===== config.mk =====
export PLATFORM = sky130hd
export DESIGN_NAME = bch_127_t4_codec_unit
export DESIGN_NICKNAME = d
export VERILOG_FILES = /design/src/sv/bch_pkg.sv /design/src/sv/bch_gf_unit.sv /design/src/sv/bch_127_t4_codec_unit.sv
export VERILOG_INCLUDE_DIRS = /design/src /design/src/sv
export SDC_FILE = /design/constraint.sdc
export NUM_CORES = 2
export LEC_CHECK = 0
export BUFFER_PORTS_ARGS = -buffer_cell sky130_fd_sc_hd__buf_4
export CORE_ASPECT_RATIO = 1.75
export CORE_MARGIN = 2
export CORE_UTILIZATION = 40
export DETAILED_ROUTE_END_ITERATION = 16
export GPL_TIMING_DRIVEN = 0
export PLACE_DENSITY_LB_ADDON = 0.2
export SLEW_MARGIN = 30
export SYNTH_ARGS = -nofsm -noshare
export SYNTH_HDL_FRONTEND = slang
export SYNTH_SLANG_ARGS = --single-unit

===== constraint.sdc =====
create_clock -name clock -period 14.1 [get_ports clock]
set_input_delay 0.705 -clock clock [delete_from_list [all_inputs] [get_ports clock]]
set_output_delay 0.705 -clock clock [all_outputs]
set_load 0.03 [all_outputs]

===== src/sv/bch_127_t4_codec_unit_defines.svh =====
// assertion macros for the bch codec unit
// no dependencies; included by the files that carry assertions
`ifndef BCH_127_T4_CODEC_UNIT_DEFINES_SVH
`define BCH_127_T4_CODEC_UNIT_DEFINES_SVH

// same-cycle implication
`define BCH_ASSERT_NOW(label, clk, rst, ante, cons, msg) \
   label: assert property (@(posedge clk) disable iff (rst) (ante) |-> (cons)) else $error(msg);

// next-cycle implication
`define BCH_ASSERT_NEXT(label, clk, rst, ante, cons, msg) \
   label: assert property (@(posedge clk) disable iff (rst) (ante) |=> (cons)) else $error(msg);

`endif


===== src/sv/bch_pkg.sv =====
// package for the bch codec unit: field tables, generator taps, codes, types
// no dependencies; used by bch_gf_unit and bch_127_t4_codec_unit
package bch_pkg;

   localparam int DataBits     = 64;
   localparam int ParBits      = 28;
   localparam int ReqTdataBits = 96;
   localparam int RspTdataBits = 104;
   localparam int BchT         = 4;
   localparam int GfN          = 127;

   typedef logic [6:0] gf_type;

   typedef enum logic {
      GF_MUL = 1'b0,
      GF_DIV = 1'b1
   } gf_op_type;

   typedef struct packed {
      gf_op_type op;
      gf_type    a;
      gf_type    b;
   } gf_req_type;

   localparam logic       CMD_ENCODE    = 1'b0;
   localparam logic       CMD_DECODE    = 1'b1;
   localparam logic [1:0] STATUS_CLEAN  = 2'd0;
   localparam logic [1:0] STATUS_FIXED  = 2'd1;
   localparam logic [1:0] STATUS_UNCORR = 2'd2;

   // powers of alpha, entry 127 wraps to one
   function automatic logic [127:0][6:0] build_alog();
      logic [127:0][6:0] t;
      logic [7:0]        x;
      t = '0;
      x = 8'd1;
      for (int i = 0; i < GfN; i++) begin
         t[i] = x[6:0];
         x = {x[6:0], 1'b0};
         if (x[7]) x = x ^ 8'h83;
      end
      t[127] = 7'd1;
      return t;
   endfunction

   localparam logic [127:0][6:0] GF_ALOG = build_alog();

   // discrete logarithms, log of zero reads as zero
   function automatic logic [127:0][6:0] build_log();
      logic [127:0][6:0] t;
      t = '0;
      for (int i = 0; i < GfN; i++) t[GF_ALOG[i]] = 7'(i);
      t[0] = 7'd0;
      return t;
   endfunction

   localparam logic [127:0][6:0] GF_LOG = build_log();

   // shift-and-add field multiply for elaboration only
   function automatic gf_type gf_mul_slow(gf_type a, gf_type b);
      gf_type r;
      gf_type aa;
      r  = '0;
      aa = a;
      for (int i = 0; i < 7; i++) begin
         if (b[i]) r = r ^ aa;
         aa = {aa[5:0], 1'b0} ^ (aa[6] ? 7'h03 : 7'h00);
      end
      return r;
   endfunction

   // generator as product of minimal polynomials of alpha, alpha^3, alpha^5, alpha^7
   function automatic logic [27:0] build_gen();
      logic [127:0]      isroot;
      logic [28:0][6:0]  g;
      logic [27:0]       taps;
      int                r;
      int                deg;
      gf_type            rr;
      isroot = '0;
      g      = '0;
      deg    = 0;
      for (int i = 0; i < BchT; i++) begin
         r = 2 * i + 1;
         for (int j = 0; j < 7; j++) begin
            isroot[r] = 1'b1;
            r = 2 * r;
            if (r >= GfN) r = r - GfN;
         end
      end
      g[0] = 7'd1;
      for (int i = 0; i < GfN; i++) begin
         if (isroot[i] && deg < ParBits) begin
            rr = GF_ALOG[i];
            g[deg + 1] = 7'd1;
            for (int j = deg; j > 0; j--) g[j] = gf_mul_slow(g[j], rr) ^ g[j - 1];
            g[0] = gf_mul_slow(g[0], rr);
            deg = deg + 1;
         end
      end
      for (int j = 0; j < ParBits; j++) taps[j] = (g[j] != 7'd0);
      return taps;
   endfunction

   localparam logic [27:0] GEN_TAPS = build_gen();

   // reduce a sum below 254 modulo 127
   function automatic gf_type gf_mod(logic [7:0] v);
      logic [7:0] w;
      w = v - 8'd127;
      return (v >= 8'd127) ? w[6:0] : v[6:0];
   endfunction

endpackage


===== src/sv/bch_gf_unit.sv =====
// shared gf(2^7) multiply and divide through log and antilog tables
// depends on bch_pkg
module bch_gf_unit (
   input  bch_pkg::gf_req_type req,
   output bch_pkg::gf_type     res
);
   import bch_pkg::*;

   gf_type     la;
   gf_type     lb;
   logic [7:0] sum;

   // exponent add or subtract, then antilog
   always_comb begin
      la = GF_LOG[req.a];
      lb = GF_LOG[req.b];
      unique case (req.op)
         GF_MUL:  sum = {1'b0, la} + {1'b0, lb};
         GF_DIV:  sum = {1'b0, la} + 8'd127 - {1'b0, lb};
         default: sum = '0;
      endcase
      if (req.a == 7'd0 || req.b == 7'd0) res = '0;
      else res = GF_ALOG[gf_mod(sum)];
   end

endmodule


===== src/sv/bch_127_t4_codec_unit.sv =====
// top level of the bch(127) t=4 codec: 64 data bits, 28 parity bits
// depends on bch_pkg, bch_gf_unit and bch_127_t4_codec_unit_defines.svh
// encode, and decode of a clean word, respond after the serial parity pass; other decodes
// then run the syndromes, squaring, berlekamp-massey and, for a locator of degree 1 to 4,
// a root search over all 127 positions on the one shared gf multiplier
// one request in flight at a time; synchronous active-high reset clears control only
`include "bch_127_t4_codec_unit_defines.svh"

module bch_127_t4_codec_unit (
   input  logic                               clock,
   input  logic                               reset,
   input  logic                               req_tvalid,
   output logic                               req_tready,
   // data_word [63:0], ecc_in [91:64], zero [95:92]
   input  logic [bch_pkg::ReqTdataBits-1:0]   req_tdata,
   // cmd [0]
   input  logic                               req_tuser,
   output logic                               rsp_tvalid,
   input  logic                               rsp_tready,
   // data_out [63:0], ecc_out [91:64], status [93:92], error_count [96:94], zero [103:97]
   output logic [bch_pkg::RspTdataBits-1:0]   rsp_tdata
);
   import bch_pkg::*;

   typedef enum logic [12:0] {
      S_IDLE   = 13'b0000000000001,
      S_LFSR   = 13'b0000000000010,
      S_SYN    = 13'b0000000000100,
      S_SQR    = 13'b0000000001000,
      S_BCHK   = 13'b0000000010000,
      S_BDIV   = 13'b0000000100000,
      S_BUPD   = 13'b0000001000000,
      S_BSWP   = 13'b0000010000000,
      S_BDINIT = 13'b0000100000000,
      S_BD     = 13'b0001000000000,
      S_BEND   = 13'b0010000000000,
      S_CHIEN  = 13'b0100000000000,
      S_CUPD   = 13'b1000000000000
   } fsm_type;

   fsm_type     state_ff, state_in;
   logic        rsp_valid_ff, rsp_valid_in;
   logic        done_ff, done_in;
   logic [RspTdataBits-1:0] rsp_data_ff, rsp_data_in;

   logic        cmd_ff, cmd_in;
   logic [63:0] data_ff, data_in;
   logic [27:0] ecc_ff, ecc_in;
   logic [27:0] par_ff, par_in;
   logic [6:0]  cnt_ff, cnt_in;
   gf_type      syn_ff[8], syn_in[8];
   gf_type      exp_ff[4], exp_in[4];
   gf_type      elp_ff[16], elp_in[16];
   gf_type      pelp_ff[16], pelp_in[16];
   gf_type      cpy_ff[16], cpy_in[16];
   gf_type      t_ff[4], t_in[4];
   gf_type      loc_ff[4], loc_in[4];
   logic [3:0]  edeg_ff, edeg_in;
   logic [3:0]  pdeg_ff, pdeg_in;
   logic [3:0]  nd_ff, nd_in;
   logic [3:0]  j_ff, j_in;
   logic [2:0]  ppp_ff, ppp_in;
   logic [2:0]  bi_ff, bi_in;
   logic [2:0]  nroots_ff, nroots_in;
   gf_type      d_ff, d_in;
   gf_type      pd_ff, pd_in;
   gf_type      f_ff, f_in;
   logic        clean_ff, clean_in;
   logic        bad_ff, bad_in;

   gf_req_type  gf_req;
   gf_type      gf_res;
   logic [3:0]  sh;
   logic [3:0]  two_i2;
   logic [3:0]  eidx;
   logic [3:0]  sdiff;
   logic [3:0]  jm1;
   logic [3:0]  cpy_deg;
   logic [27:0] diff;
   logic        fb;
   gf_type      acc;
   logic [63:0] fix;
   logic        range_bad;
   logic        dec_bad;
   logic [6:0]  floc;
   logic [63:0] data_res;
   logic [1:0]  status_res;
   logic [2:0]  count_res;

   bch_gf_unit u_gf (
      .req (gf_req),
      .res (gf_res)
   );

   assign req_tready = (state_ff == S_IDLE) && !done_ff;
   assign rsp_tvalid = rsp_valid_ff;
   assign rsp_tdata  = rsp_data_ff;

   // index helpers, parity difference and feedback, copy degree and locator sum
   always_comb begin
      sh     = {bi_ff, 1'b1} - {1'b0, ppp_ff};
      two_i2 = {bi_ff, 1'b0} + 4'd2;
      eidx   = j_ff + sh;
      sdiff  = two_i2 - j_ff;
      jm1    = j_ff - 4'd1;
      diff   = par_ff ^ ecc_ff;
      fb     = par_ff[27] ^ data_ff[cnt_ff[5:0]];
      cpy_deg = '0;
      for (int k = 0; k < 16; k++) if (cpy_ff[k] != 7'd0) cpy_deg = 4'(k);
      acc = elp_ff[0];
      for (int k = 0; k < 4; k++) if (4'(k + 1) <= edeg_ff) acc = acc ^ t_ff[k];
   end

   // operand select for the shared gf unit
   always_comb begin
      gf_req = '{op: GF_MUL, a: '0, b: '0};
      unique case (state_ff)
         S_SQR: begin
            gf_req.a = syn_ff[3'(j_ff[1:0])];
            gf_req.b = syn_ff[3'(j_ff[1:0])];
         end
         S_BDIV: begin
            gf_req.op = GF_DIV;
            gf_req.a  = d_ff;
            gf_req.b  = pd_ff;
         end
         S_BUPD: begin
            gf_req.a = f_ff;
            gf_req.b = pelp_ff[j_ff];
         end
         S_BD: begin
            gf_req.a = elp_ff[j_ff];
            gf_req.b = syn_ff[sdiff[2:0]];
         end
         S_CUPD: begin
            gf_req.a = t_ff[jm1[1:0]];
            gf_req.b = GF_ALOG[7'd127 - {3'b000, j_ff}];
         end
         default: gf_req = '{op: GF_MUL, a: '0, b: '0};
      endcase
   end

   // correction mask and final result
   always_comb begin
      fix       = '0;
      range_bad = 1'b0;
      for (int k = 0; k < 4; k++) begin
         floc = loc_ff[k] - 7'd28;
         if (3'(k) < nroots_ff) begin
            if (loc_ff[k] >= 7'd92) range_bad = 1'b1;
            else if (loc_ff[k] >= 7'd28) fix = fix | (64'd1 << floc[5:0]);
         end
      end
      dec_bad = bad_ff || ({1'b0, nroots_ff} != edeg_ff) || range_bad;
      if (clean_ff) begin
         data_res   = data_ff;
         status_res = STATUS_CLEAN;
         count_res  = 3'd0;
      end else if (dec_bad) begin
         data_res   = data_ff;
         status_res = STATUS_UNCORR;
         count_res  = 3'd0;
      end else begin
         data_res   = data_ff ^ fix;
         status_res = STATUS_FIXED;
         count_res  = edeg_ff[2:0];
      end
   end

   // sequencer
   always_comb begin
      state_in  = state_ff;
      done_in   = done_ff;
      cmd_in    = cmd_ff;
      data_in   = data_ff;
      ecc_in    = ecc_ff;
      par_in    = par_ff;
      cnt_in    = cnt_ff;
      syn_in    = syn_ff;
      exp_in    = exp_ff;
      elp_in    = elp_ff;
      pelp_in   = pelp_ff;
      cpy_in    = cpy_ff;
      t_in      = t_ff;
      loc_in    = loc_ff;
      edeg_in   = edeg_ff;
      pdeg_in   = pdeg_ff;
      nd_in     = nd_ff;
      j_in      = j_ff;
      ppp_in    = ppp_ff;
      bi_in     = bi_ff;
      nroots_in = nroots_ff;
      d_in      = d_ff;
      pd_in     = pd_ff;
      f_in      = f_ff;
      clean_in  = clean_ff;
      bad_in    = bad_ff;
      rsp_valid_in = rsp_valid_ff && !rsp_tready;
      rsp_data_in  = rsp_data_ff;

      unique case (state_ff)
         S_IDLE: begin
            if (done_ff) begin
               // hand the result over once the output slot is free
               if (!rsp_valid_ff || rsp_tready) begin
                  rsp_valid_in = 1'b1;
                  rsp_data_in  = {7'd0, count_res, status_res, par_ff, data_res};
                  done_in      = 1'b0;
               end
            end else if (req_tvalid) begin
               cmd_in   = req_tuser;
               data_in  = req_tdata[63:0];
               ecc_in   = req_tdata[91:64];
               par_in   = '0;
               cnt_in   = 7'd63;
               clean_in = 1'b0;
               bad_in   = 1'b0;
               for (int k = 0; k < 8; k++) syn_in[k] = '0;
               for (int k = 0; k < 4; k++) exp_in[k] = '0;
               state_in = S_LFSR;
            end
         end
         S_LFSR: begin
            // one data bit per cycle, most significant first
            par_in = {par_ff[26:0], 1'b0} ^ (fb ? GEN_TAPS : 28'd0);
            if (cnt_ff == 7'd0) begin
               if (cmd_ff == CMD_ENCODE || par_in == ecc_ff) begin
                  clean_in = 1'b1;
                  done_in  = 1'b1;
                  state_in = S_IDLE;
               end else begin
                  state_in = S_SYN;
               end
            end else begin
               cnt_in = cnt_ff - 7'd1;
            end
         end
         S_SYN: begin
            // odd syndromes from one parity difference bit per cycle
            for (int k = 0; k < 4; k++) begin
               if (diff[cnt_ff[4:0]]) syn_in[2 * k] = syn_ff[2 * k] ^ GF_ALOG[exp_ff[k]];
               exp_in[k] = gf_mod({1'b0, exp_ff[k]} + 8'(2 * k + 1));
            end
            if (cnt_ff == 7'd27) begin
               j_in     = '0;
               state_in = S_SQR;
            end else begin
               cnt_in = cnt_ff + 7'd1;
            end
         end
         S_SQR: begin
            // even syndromes by squaring
            syn_in[{j_ff[1:0], 1'b1}] = gf_res;
            if (j_ff == 4'd3) begin
               for (int k = 0; k < 16; k++) begin
                  elp_in[k]  = '0;
                  pelp_in[k] = '0;
               end
               elp_in[0]  = 7'd1;
               pelp_in[0] = 7'd1;
               edeg_in    = '0;
               pdeg_in    = '0;
               pd_in      = 7'd1;
               ppp_in     = '0;
               bi_in      = '0;
               d_in       = syn_ff[0];
               state_in   = S_BCHK;
            end else begin
               j_in = j_ff + 4'd1;
            end
         end
         S_BCHK: begin
            if (bi_ff == 3'd4 || edeg_ff > 4'd4) state_in = S_BEND;
            else if (d_ff != 7'd0) state_in = S_BDIV;
            else state_in = S_BDINIT;
         end
         S_BDIV: begin
            f_in     = gf_res;
            cpy_in   = elp_ff;
            nd_in    = pdeg_ff + sh;
            j_in     = '0;
            state_in = S_BUPD;
         end
         S_BUPD: begin
            // add the shifted previous locator, one coefficient a cycle
            elp_in[eidx] = elp_ff[eidx] ^ gf_res;
            if (j_ff == pdeg_ff) state_in = S_BSWP;
            else j_in = j_ff + 4'd1;
         end
         S_BSWP: begin
            if (nd_ff > edeg_ff) begin
               edeg_in = nd_ff;
               pelp_in = cpy_ff;
               pdeg_in = cpy_deg;
               pd_in   = d_ff;
               ppp_in  = {bi_ff[1:0], 1'b1};
            end
            state_in = S_BDINIT;
         end
         S_BDINIT: begin
            if (bi_ff == 3'd3) begin
               state_in = S_BEND;
            end else begin
               d_in     = syn_ff[two_i2[2:0]];
               j_in     = 4'd1;
               state_in = S_BD;
            end
         end
         S_BD: begin
            // next discrepancy, one product a cycle
            if (j_ff <= edeg_ff && j_ff <= two_i2) begin
               d_in = d_ff ^ gf_res;
               j_in = j_ff + 4'd1;
            end else begin
               bi_in    = bi_ff + 3'd1;
               state_in = S_BCHK;
            end
         end
         S_BEND: begin
            if (edeg_ff == 4'd0 || edeg_ff > 4'd4) begin
               bad_in   = 1'b1;
               done_in  = 1'b1;
               state_in = S_IDLE;
            end else begin
               for (int k = 0; k < 4; k++) t_in[k] = elp_ff[k + 1];
               cnt_in    = '0;
               nroots_in = '0;
               state_in  = S_CHIEN;
            end
         end
         S_CHIEN: begin
            // locator evaluated at alpha^-cnt
            if (acc == 7'd0) begin
               if (nroots_ff < 3'd4) loc_in[nroots_ff[1:0]] = cnt_ff;
               if (nroots_ff != 3'd7) nroots_in = nroots_ff + 3'd1;
            end
            j_in     = 4'd1;
            state_in = S_CUPD;
         end
         S_CUPD: begin
            // step each term by alpha^-j
            t_in[jm1[1:0]] = gf_res;
            if (j_ff == edeg_ff) begin
               if (cnt_ff == 7'd126) begin
                  done_in  = 1'b1;
                  state_in = S_IDLE;
               end else begin
                  cnt_in   = cnt_ff + 7'd1;
                  state_in = S_CHIEN;
               end
            end else begin
               j_in = j_ff + 4'd1;
            end
         end
         default: state_in = S_IDLE;
      endcase
   end

   // control registers
   always_ff @(posedge clock) begin
      if (reset) begin
         state_ff     <= S_IDLE;
         rsp_valid_ff <= 1'b0;
         done_ff      <= 1'b0;
      end else begin
         state_ff     <= state_in;
         rsp_valid_ff <= rsp_valid_in;
         done_ff      <= done_in;
      end
   end

   // working registers
   always_ff @(posedge clock) begin
      rsp_data_ff <= rsp_data_in;
      cmd_ff      <= cmd_in;
      data_ff     <= data_in;
      ecc_ff      <= ecc_in;
      par_ff      <= par_in;
      cnt_ff      <= cnt_in;
      syn_ff      <= syn_in;
      exp_ff      <= exp_in;
      elp_ff      <= elp_in;
      pelp_ff     <= pelp_in;
      cpy_ff      <= cpy_in;
      t_ff        <= t_in;
      loc_ff      <= loc_in;
      edeg_ff     <= edeg_in;
      pdeg_ff     <= pdeg_in;
      nd_ff       <= nd_in;
      j_ff        <= j_in;
      ppp_ff      <= ppp_in;
      bi_ff       <= bi_in;
      nroots_ff   <= nroots_in;
      d_ff        <= d_in;
      pd_ff       <= pd_in;
      f_ff        <= f_in;
      clean_ff    <= clean_in;
      bad_ff      <= bad_in;
   end

   `BCH_ASSERT_NEXT(a_accept_starts_parity, clock, reset, req_tvalid && req_tready, state_ff == S_LFSR, "accepted request did not start the parity pass")
   `BCH_ASSERT_NOW(a_search_degree, clock, reset, state_ff == S_CHIEN || state_ff == S_CUPD, edeg_ff != 4'd0 && edeg_ff <= 4'd4, "root search with locator degree out of range")
   `BCH_ASSERT_NOW(a_prev_degree, clock, reset, state_ff == S_BUPD, pdeg_ff <= 4'd4 && j_ff <= pdeg_ff, "previous locator degree out of range")
   `BCH_ASSERT_NOW(a_fixed_count, clock, reset, rsp_valid_ff && rsp_data_ff[93:92] == STATUS_FIXED, rsp_data_ff[96:94] != 3'd0 && rsp_data_ff[96:94] <= 3'd4, "corrected result with bad error count")

endmodule

Word-level counts from Yosys, hierarchy flattened. Memory sizes are Yosys's and may differ from the RTL's. A register that Yosys moved wholly into a read port is not among the register bits. Index checks and enable logic that the tools add are counted.

Memories: 8. Word-level logic and storage cells: 517. Output and inout port bits: 106. Bits in registers: 764. Bits of input ports: 101. Memory bits (read-only): 7168.

Mux-type cells: 191. Bitwise logic cells: 28. Reductions and logical operators: 72. Shifts and indexed selects: 4. Eq/ne operators: 47. Magnitude comparators: 48. Add/subtract/negate cells: 28.

Memories: (name not given) (words 128, width 7, rd ports 1, clocked after memory_dff 0, wr ports 0, RTL line bch_gf_unit.sv:16) `lb = GF_LOG[req.b];`; (name not given) (words 128, width 7, rd ports 1, clocked after memory_dff 0, wr ports 0, RTL line bch_gf_unit.sv:23) `else res = GF_ALOG[gf_mod(sum)];`; (name not given) (words 128, width 7, rd ports 1, clocked after memory_dff 0, wr ports 0, RTL line bch_gf_unit.sv:15) `la = GF_LOG[req.a];`; (name not given) (words 128, width 7, rd ports 1, clocked after memory_dff 1, wr ports 0, RTL line bch_127_t4_codec_unit.sv:241) `if (diff[cnt_ff[4:0]]) syn_in[2 * k] = syn_ff[2 * k] ^ GF_ALOG[exp_ff[k]];`; (name not given) (words 128, width 7, rd ports 1, clocked after memory_dff 1, wr ports 0, RTL line bch_127_t4_codec_unit.sv:241); (name not given) (words 128, width 7, rd ports 1, clocked after memory_dff 1, wr ports 0, RTL line bch_127_t4_codec_unit.sv:241); 2 more memories.

Operators with widths (count): $mux W64 (14); $pmux W112 S2 (2); $mux W7 (56); $shl A1 B6 Y64 const A (4); $mux W112 (2); $or A64 B64 Y64 (3); $pmux W13 S13 (1); $pmux W28 S2 (3); $bwmux W112 (1); $mux W28 (4); $mux W56 (2); $reduce_bool A7 Y1 (16); $pmux W7 S3 (5); $mux W13 (8); $mux W4 (22); $bmux W7 S4 (3); $pmux W14 S5 (1); $pmux W7 S2 (5); $xor A7 B7 Y7 (10); $lt A7 B8 Y1 const B (8); $xor A64 B64 Y64 (1); $bmux W7 S3 (3); $bwmux W28 (2); $bwmux W56 (1); other kinds (105) (241).

Logic depth before layout (Yosys ltp).
Word-level depth: 20. Depth in mapped cells: 51. Gate-level depth less buffers: 41.

By module. From an unflattened synthesis, not the netlist that was laid out.

Cells, all modules: 5267. Area, all modules: 53158.5 um2.

Modules (own cells, without submodules): bch_127_t4_codec_unit (seq. area each 23352.4 um2, area an instance 47236.6 um2, instances 1, cells an instance 4321); bch_gf_unit (seq. area each 0.0 um2, area an instance 5921.9 um2, instances 1, cells an instance 946).

Worst setup path after synthesis. OpenSTA, ideal clock, no wires.

Kind: register -> register. Start: register state_ff[8]. End: register edeg_ff[0] (enable). Required time: 13.301 ns. Buffers on the path: 1. Library setup time: 0.799 ns. Arrival time: 10.995 ns. Cell stages (with the launch flop): 8. Clock period less this slack: 11.793 ns. Setup slack: 2.307 ns. Path through: dfxtp_1 or4_1 nor3_1 nand3_1 inv_1 clkbuf_1 nand2_1 o21ai_0.

Longest elaborated chain between the ends: 3. Elaborated cells on any way between the ends: 6. Those cells by class: eq/ne (4); reduce/logical (2).

Ends and longest elaborated chain: start, declared (RTL line bch_127_t4_codec_unit.sv:41) `fsm_type state_ff, state_in;`; start signal, assigned (RTL line bch_127_t4_codec_unit.sv:366) `state_ff <= state_in;`; $eq A13 B8 Y1 or $eq A13 B4 Y1 (tied branches) (RTL line bch_127_t4_codec_unit.sv:201) `unique case (state_ff)`; $ne A2 B2 Y1 (no line) or $reduce_bool A2 Y1 (tied branches); $reduce_and A3 Y1 (no line) (*); end signal, assigned (RTL line bch_127_t4_codec_unit.sv:387) `edeg_ff <= edeg_in;`; end, declared (RTL line bch_127_t4_codec_unit.sv:58) `logic [3:0] edeg_ff, edeg_in;`.

Mark *: on every way between the ends. The rest lies on a longest branch, timed or not. A chain may end at the register's enable or synchronous reset.

Worst setup path after layout.
Start: register j_ff[1]. End: register elp_ff[28] in the netlist's numbering, data pin.

Longest elaborated chain between the ends: 19. Elaborated cells on any way between the ends: 55. Those cells by class: add/sub (8); order compare (3); mux (30); bitwise (6); reduce/logical (4); memory (4).

Ends and longest elaborated chain: start, declared (RTL line bch_127_t4_codec_unit.sv:61) `logic [3:0] j_ff, j_in;`; start signal, assigned (RTL line bch_127_t4_codec_unit.sv:390) `j_ff <= j_in;`; parallel branches: the longest is 5 deep, another holds $mem_v2 Z128 W7; $pmux W14 S5 (*) (RTL line bch_127_t4_codec_unit.sv:117) `unique case (state_ff)`; $mem_v2 Z128 W7; $mux W7 (not written as such) (RTL line bch_gf_unit.sv:15); $add A7 B7 Y8 (RTL line bch_gf_unit.sv:19) `GF_DIV: sum = {1'b0, la} + 8'd127 - {1'b0, lb};`; $sub A8 B7 Y8 (RTL line bch_gf_unit.sv:19); $pmux W8 S2 (RTL line bch_gf_unit.sv:17) `unique case (req.op)`; $sub A7 B7 Y7 or $ge A8 B7 Y1 (tied branches) (RTL line bch_pkg.sv:110, bch_pkg.sv:111); $mux W7 (RTL line bch_pkg.sv:111) `return (v >= 8'd127) ? w[6:0] : v[6:0];`; $mem_v2 Z128 W7; $mux W7 (not written as such) (RTL line bch_gf_unit.sv:23); $mux W7 (*) (RTL line bch_gf_unit.sv:22) `if (req.a == 7'd0 || req.b == 7'd0) res = '0;`; via gf_res[0] (RTL line bch_127_t4_codec_unit.sv:72) `gf_type gf_res;`; $xor A7 B7 Y7 (*) (RTL line bch_127_t4_codec_unit.sv:286) `elp_in[eidx] = elp_ff[eidx] ^ gf_res;`; $bwmux W112 (*) (RTL line bch_127_t4_codec_unit.sv:286); $pmux W112 S2 (*) (RTL line bch_127_t4_codec_unit.sv:201); end signal, assigned (RTL line bch_127_t4_codec_unit.sv:382) `elp_ff <= elp_in;`; end, declared (RTL line bch_127_t4_codec_unit.sv:53) `gf_type elp_ff[16], elp_in[16];`.

Mark *: on every way through the listed nets, which the timed path passes. The select of a mux whose other input is x is not followed.

==> results by group <==
Logic synthesis
  • Mapped Area: ~0.053 sq mm
  • Dominant cell type by area after synthesis: edfxtp_1
  • Synth area leaders: edfxtp_1 42%, mux4_2 6.4%, o21ai_0 4.3%
  • Dominant synthesized flop cell: edfxtp_1
  • Number of synthesized flops with an enable pin: 749
  • Synthesized instance count: between 5000 and 6000
  • Share of the synthesized area in the top cell type: 42.4%
  • Post-synth top cells: 749 x edfxtp_1, 598 x nand2_1, 477 x nor2_1
  • Ys Warns: 0
  • Count of cell types in the netlist: 121
  • Seq/Total Area, Yosys: between 40 and 50%
  • #FFs+latches synth: 792
  • Synthesized area per cell: 9.83 sq um
  • Top-count cell post-synth: edfxtp_1
  • Async SR Flop Fraction: 0%

CTS
  • CTS Buffer Depth: 3
  • Clock Tree Root: clkbuf_16
  • Worst-Skew Late Latency: 0.75 ns
  • Worst-path clk slew: 0.07 ns
  • Num Clock Sinks: about 800
  • TritonCTS clock tree: yes
  • H-tree Lvls: 3
  • Post-cts hold buffer count: 0
  • CTS Buf Count: 80

Cells and area
  • Design area: 0.0600 sq mm
  • Layout area overhead: 13.2%
  • Layout cell share with drive strength beyond 1: between 10% and 20%
  • Nets: 5931
  • Fill count: 12500

Critical path
  • Slowest CP cell: ha_2
  • Type of destination of the critical path: flip-flop
  • CP max FO: 15
  • Crit path DAT: 14.20 ns
  • Crit Path Class: flip-flop to flip-flop
  • R2r endpoint: elp_ff[28]
  • Critical Path RT: roughly 15 ns
  • R2r startpoint: j_ff[1]
  • CP Launch Type: flip-flop
  • R2R cell count: 45
  • Crit-path max cell delay: 0.58 ns
  • Crit-path most repeated cell: inv_1
  • R2r setup slk: 0.33 ns

Pwr
  • Power Total: 8.29 mW
  • Maximum vdd drop: 0.0942 mV
  • Pwr Density: 138 mW/mm^2
  • P_leak: 20.1 nW

Routing
  • Wire per inst: 32.2 um
  • DR DRC count: 0
  • Via/cell ratio: around 6.5
  • Via count: approximately 49000
  • 1st-iter DRT viols: 5500
  • Routed Antenna Nets: 0
  • DRT Pass-1 Iters: 8
  • DRT Wirelength: 240 mm

Timing
  • Hold Vio Cnt, Final: 0
  • Max frequency: 72.6 MHz
  • Final setup fails: 0
  • Slew headroom: 20.6%
  • Count of final max-slew check failures: 0
  • RSZ-0062 raised after global routing: no
  • Slew @ Worst Pin: between 1 and 1.5 ns
  • Period Utilization, post-route: 97.6%
  • Fin crit period: 13.77 ns
  • Setup Skew: 0.0637 ns
  • Setup TNS: 0 ns

Hold path
  • Worst min-delay path category: input port to flip-flop
  • Critical hold path startpoint: req_tdata[2]
  • Worst Hold Path EP: data_ff[2]
  • Hold path cells: 1

Global routing
  • First-pass GRT wire length: 343 mm
  • Global router's overall resource usage: 34.6%
  • Initial antenna violation count: 4
  • Largest net degree at the start of global routing: 89
  • Vias in the first global route: 48400
  • GRT Residual Overflow: 0

Floorplan
  • Die W: 279 um
  • Die area: approximately 0.14 sq mm
  • Row count: 176
  • Core footprint: between 0.1 and 0.15 sq mm
  • Io pins: 207
  • Die Y: approximately 490 um
  • Initial Utilization: 40.3%

Job
  • Max_cap viols: 0

Run status
  • Status: finished, final reports clean

Place
  • Post-DP HPWL: 185 mm
  • Port bufs: 195
  • Routability Congestion: roughly 1.0
  • Area post-placement: 0.0572 sq mm
## report_power, final
| part | leakage (nW) | total, mW | switching [mW] | internal [mW] |
|---|---|---|---|---|
| sequential | 6.52 | 3.15 | 0.266 | 2.89 |
| clock | 1.28 | 2.19 | 1.02 | 1.17 |
| combinational | 12.3 | 2.94 | 1.99 | 0.949 |
## cells in the final DEF, fill, tap and decap left out, types with 107 or more instances in the layout
| cell type | count |
|---|---|
| a211oi_1 | 117 |
| a21oi_1 | 386 |
| a22oi_1 | 109 |
| and2_1 | 170 |
| buf_4 | 225 |
| clkbuf_1 | 279 |
| edfxtp_1 | 749 |
| ha_1 | 124 |
| mux4_2 | 150 |
| nand2_1 | 593 |
| nand3_1 | 117 |
| nor2_1 | 471 |
| nor3_1 | 128 |
| o21ai_0 | 442 |
| o22ai_1 | 107 |
| xnor2_1 | 146 |
## per-layer routing
layer	track usage, %	part of all wire (%)	wire length [um]	vias to the layer above
met5	0.0722	0	0	-
met4	28.5	9.9	23800	0
met3	5.16	6.4	15400	1016
met2	63.6	52	124000	2834
met1	34.2	32	76900	23700
li1	-	-	-	21100
## kinds of logic after synthesis
family	share of synthesized area, %
flip-flops	44.0
other	0.00707
AND/OR/NAND/NOR	15.7
multiplexers	7.79
adder cells (fa/ha/maj)	3.31
XOR/XNOR	3.94
AO/OA/AOI/OAI	21.3
buffers and inverters	3.85
## metrics by stage
stage	utilization, %	hold WS [ns]	worst slack (ns)	instances
6_report	45.7	0.143	0.334	7455
5_1_grt	45.7	0.137	0.0229	7455
4_1_cts	45.6	0.122	0.0366	7450
3_5_place_dp	43.5	0.438	-3.25	7303
3_3_place_gp	43.1	0.447	-4.08	7284
2_1_floorplan	-	0.424	2.31	5398
## worst max-delay path: cells and delay by family, from the launching register on
family          cells  cell delay, ns
simple gates        8            1.72
xor+xnor            1            0.37
buf+inv            16            4.53
flops               1            0.40
compound gates     12            3.17
mux                 2            0.79
fa+ha+maj           6            2.39
## flip-flops by register name, indices dropped and copies added, names as in the netlist, 13 cells and up, named ones only
| register | flops |
|---|---|
| ecc_ff | 28 |
| elp_ff | 112 |
| cpy_ff | 112 |
| par_ff | 28 |
| state_ff | 13 |
| loc_ff | 28 |
| syn_ff | 56 |
| data_ff | 64 |
| exp_ff | 28 |
| rsp_tdata | 97 |
| t_ff | 28 |
| pelp_ff | 112 |
## how the worst max path moves through the flow
| stage | from | endpoint |
|---|---|---|
| after floorplan | state_ff[8] | edeg_ff[0] |
| after global placement | j_ff[1] | elp_ff[23] |
| after detailed placement | j_ff[1] | elp_ff[29] |
| after CTS | j_ff[1] | elp_ff[28] |
| after global routing | j_ff[1] | elp_ff[46] |
| final | j_ff[1] | elp_ff[28] |
## cell type report
type | instances | area (sq um) | share of cell area [%]
flip-flops and latches | 792 | 23400 | 38.9
inverters | 105 | 408 | 0.679
diodes | 3 | 7.51 | 0.0125
multi-input cells | 4112 | 28000 | 46.6
clock buffers | 95 | 2120 | 3.53
well taps | 1691 | 2120 | 3.52
repair buffers | 220 | 1920 | 3.20
plain buffers | 386 | 1660 | 2.77
clock inverters | 51 | 475 | 0.792
## timing repair
| action | in CTS | in global routing |
|---|---|---|
| resized for setup | 28 | 17 |
| buffers inserted | 3 | 2 |
| setup endpoints to repair | 182 | 163 |
| pin swaps | 1 | 0 |
No activity file was read; power rests on OpenSTA's default activity.
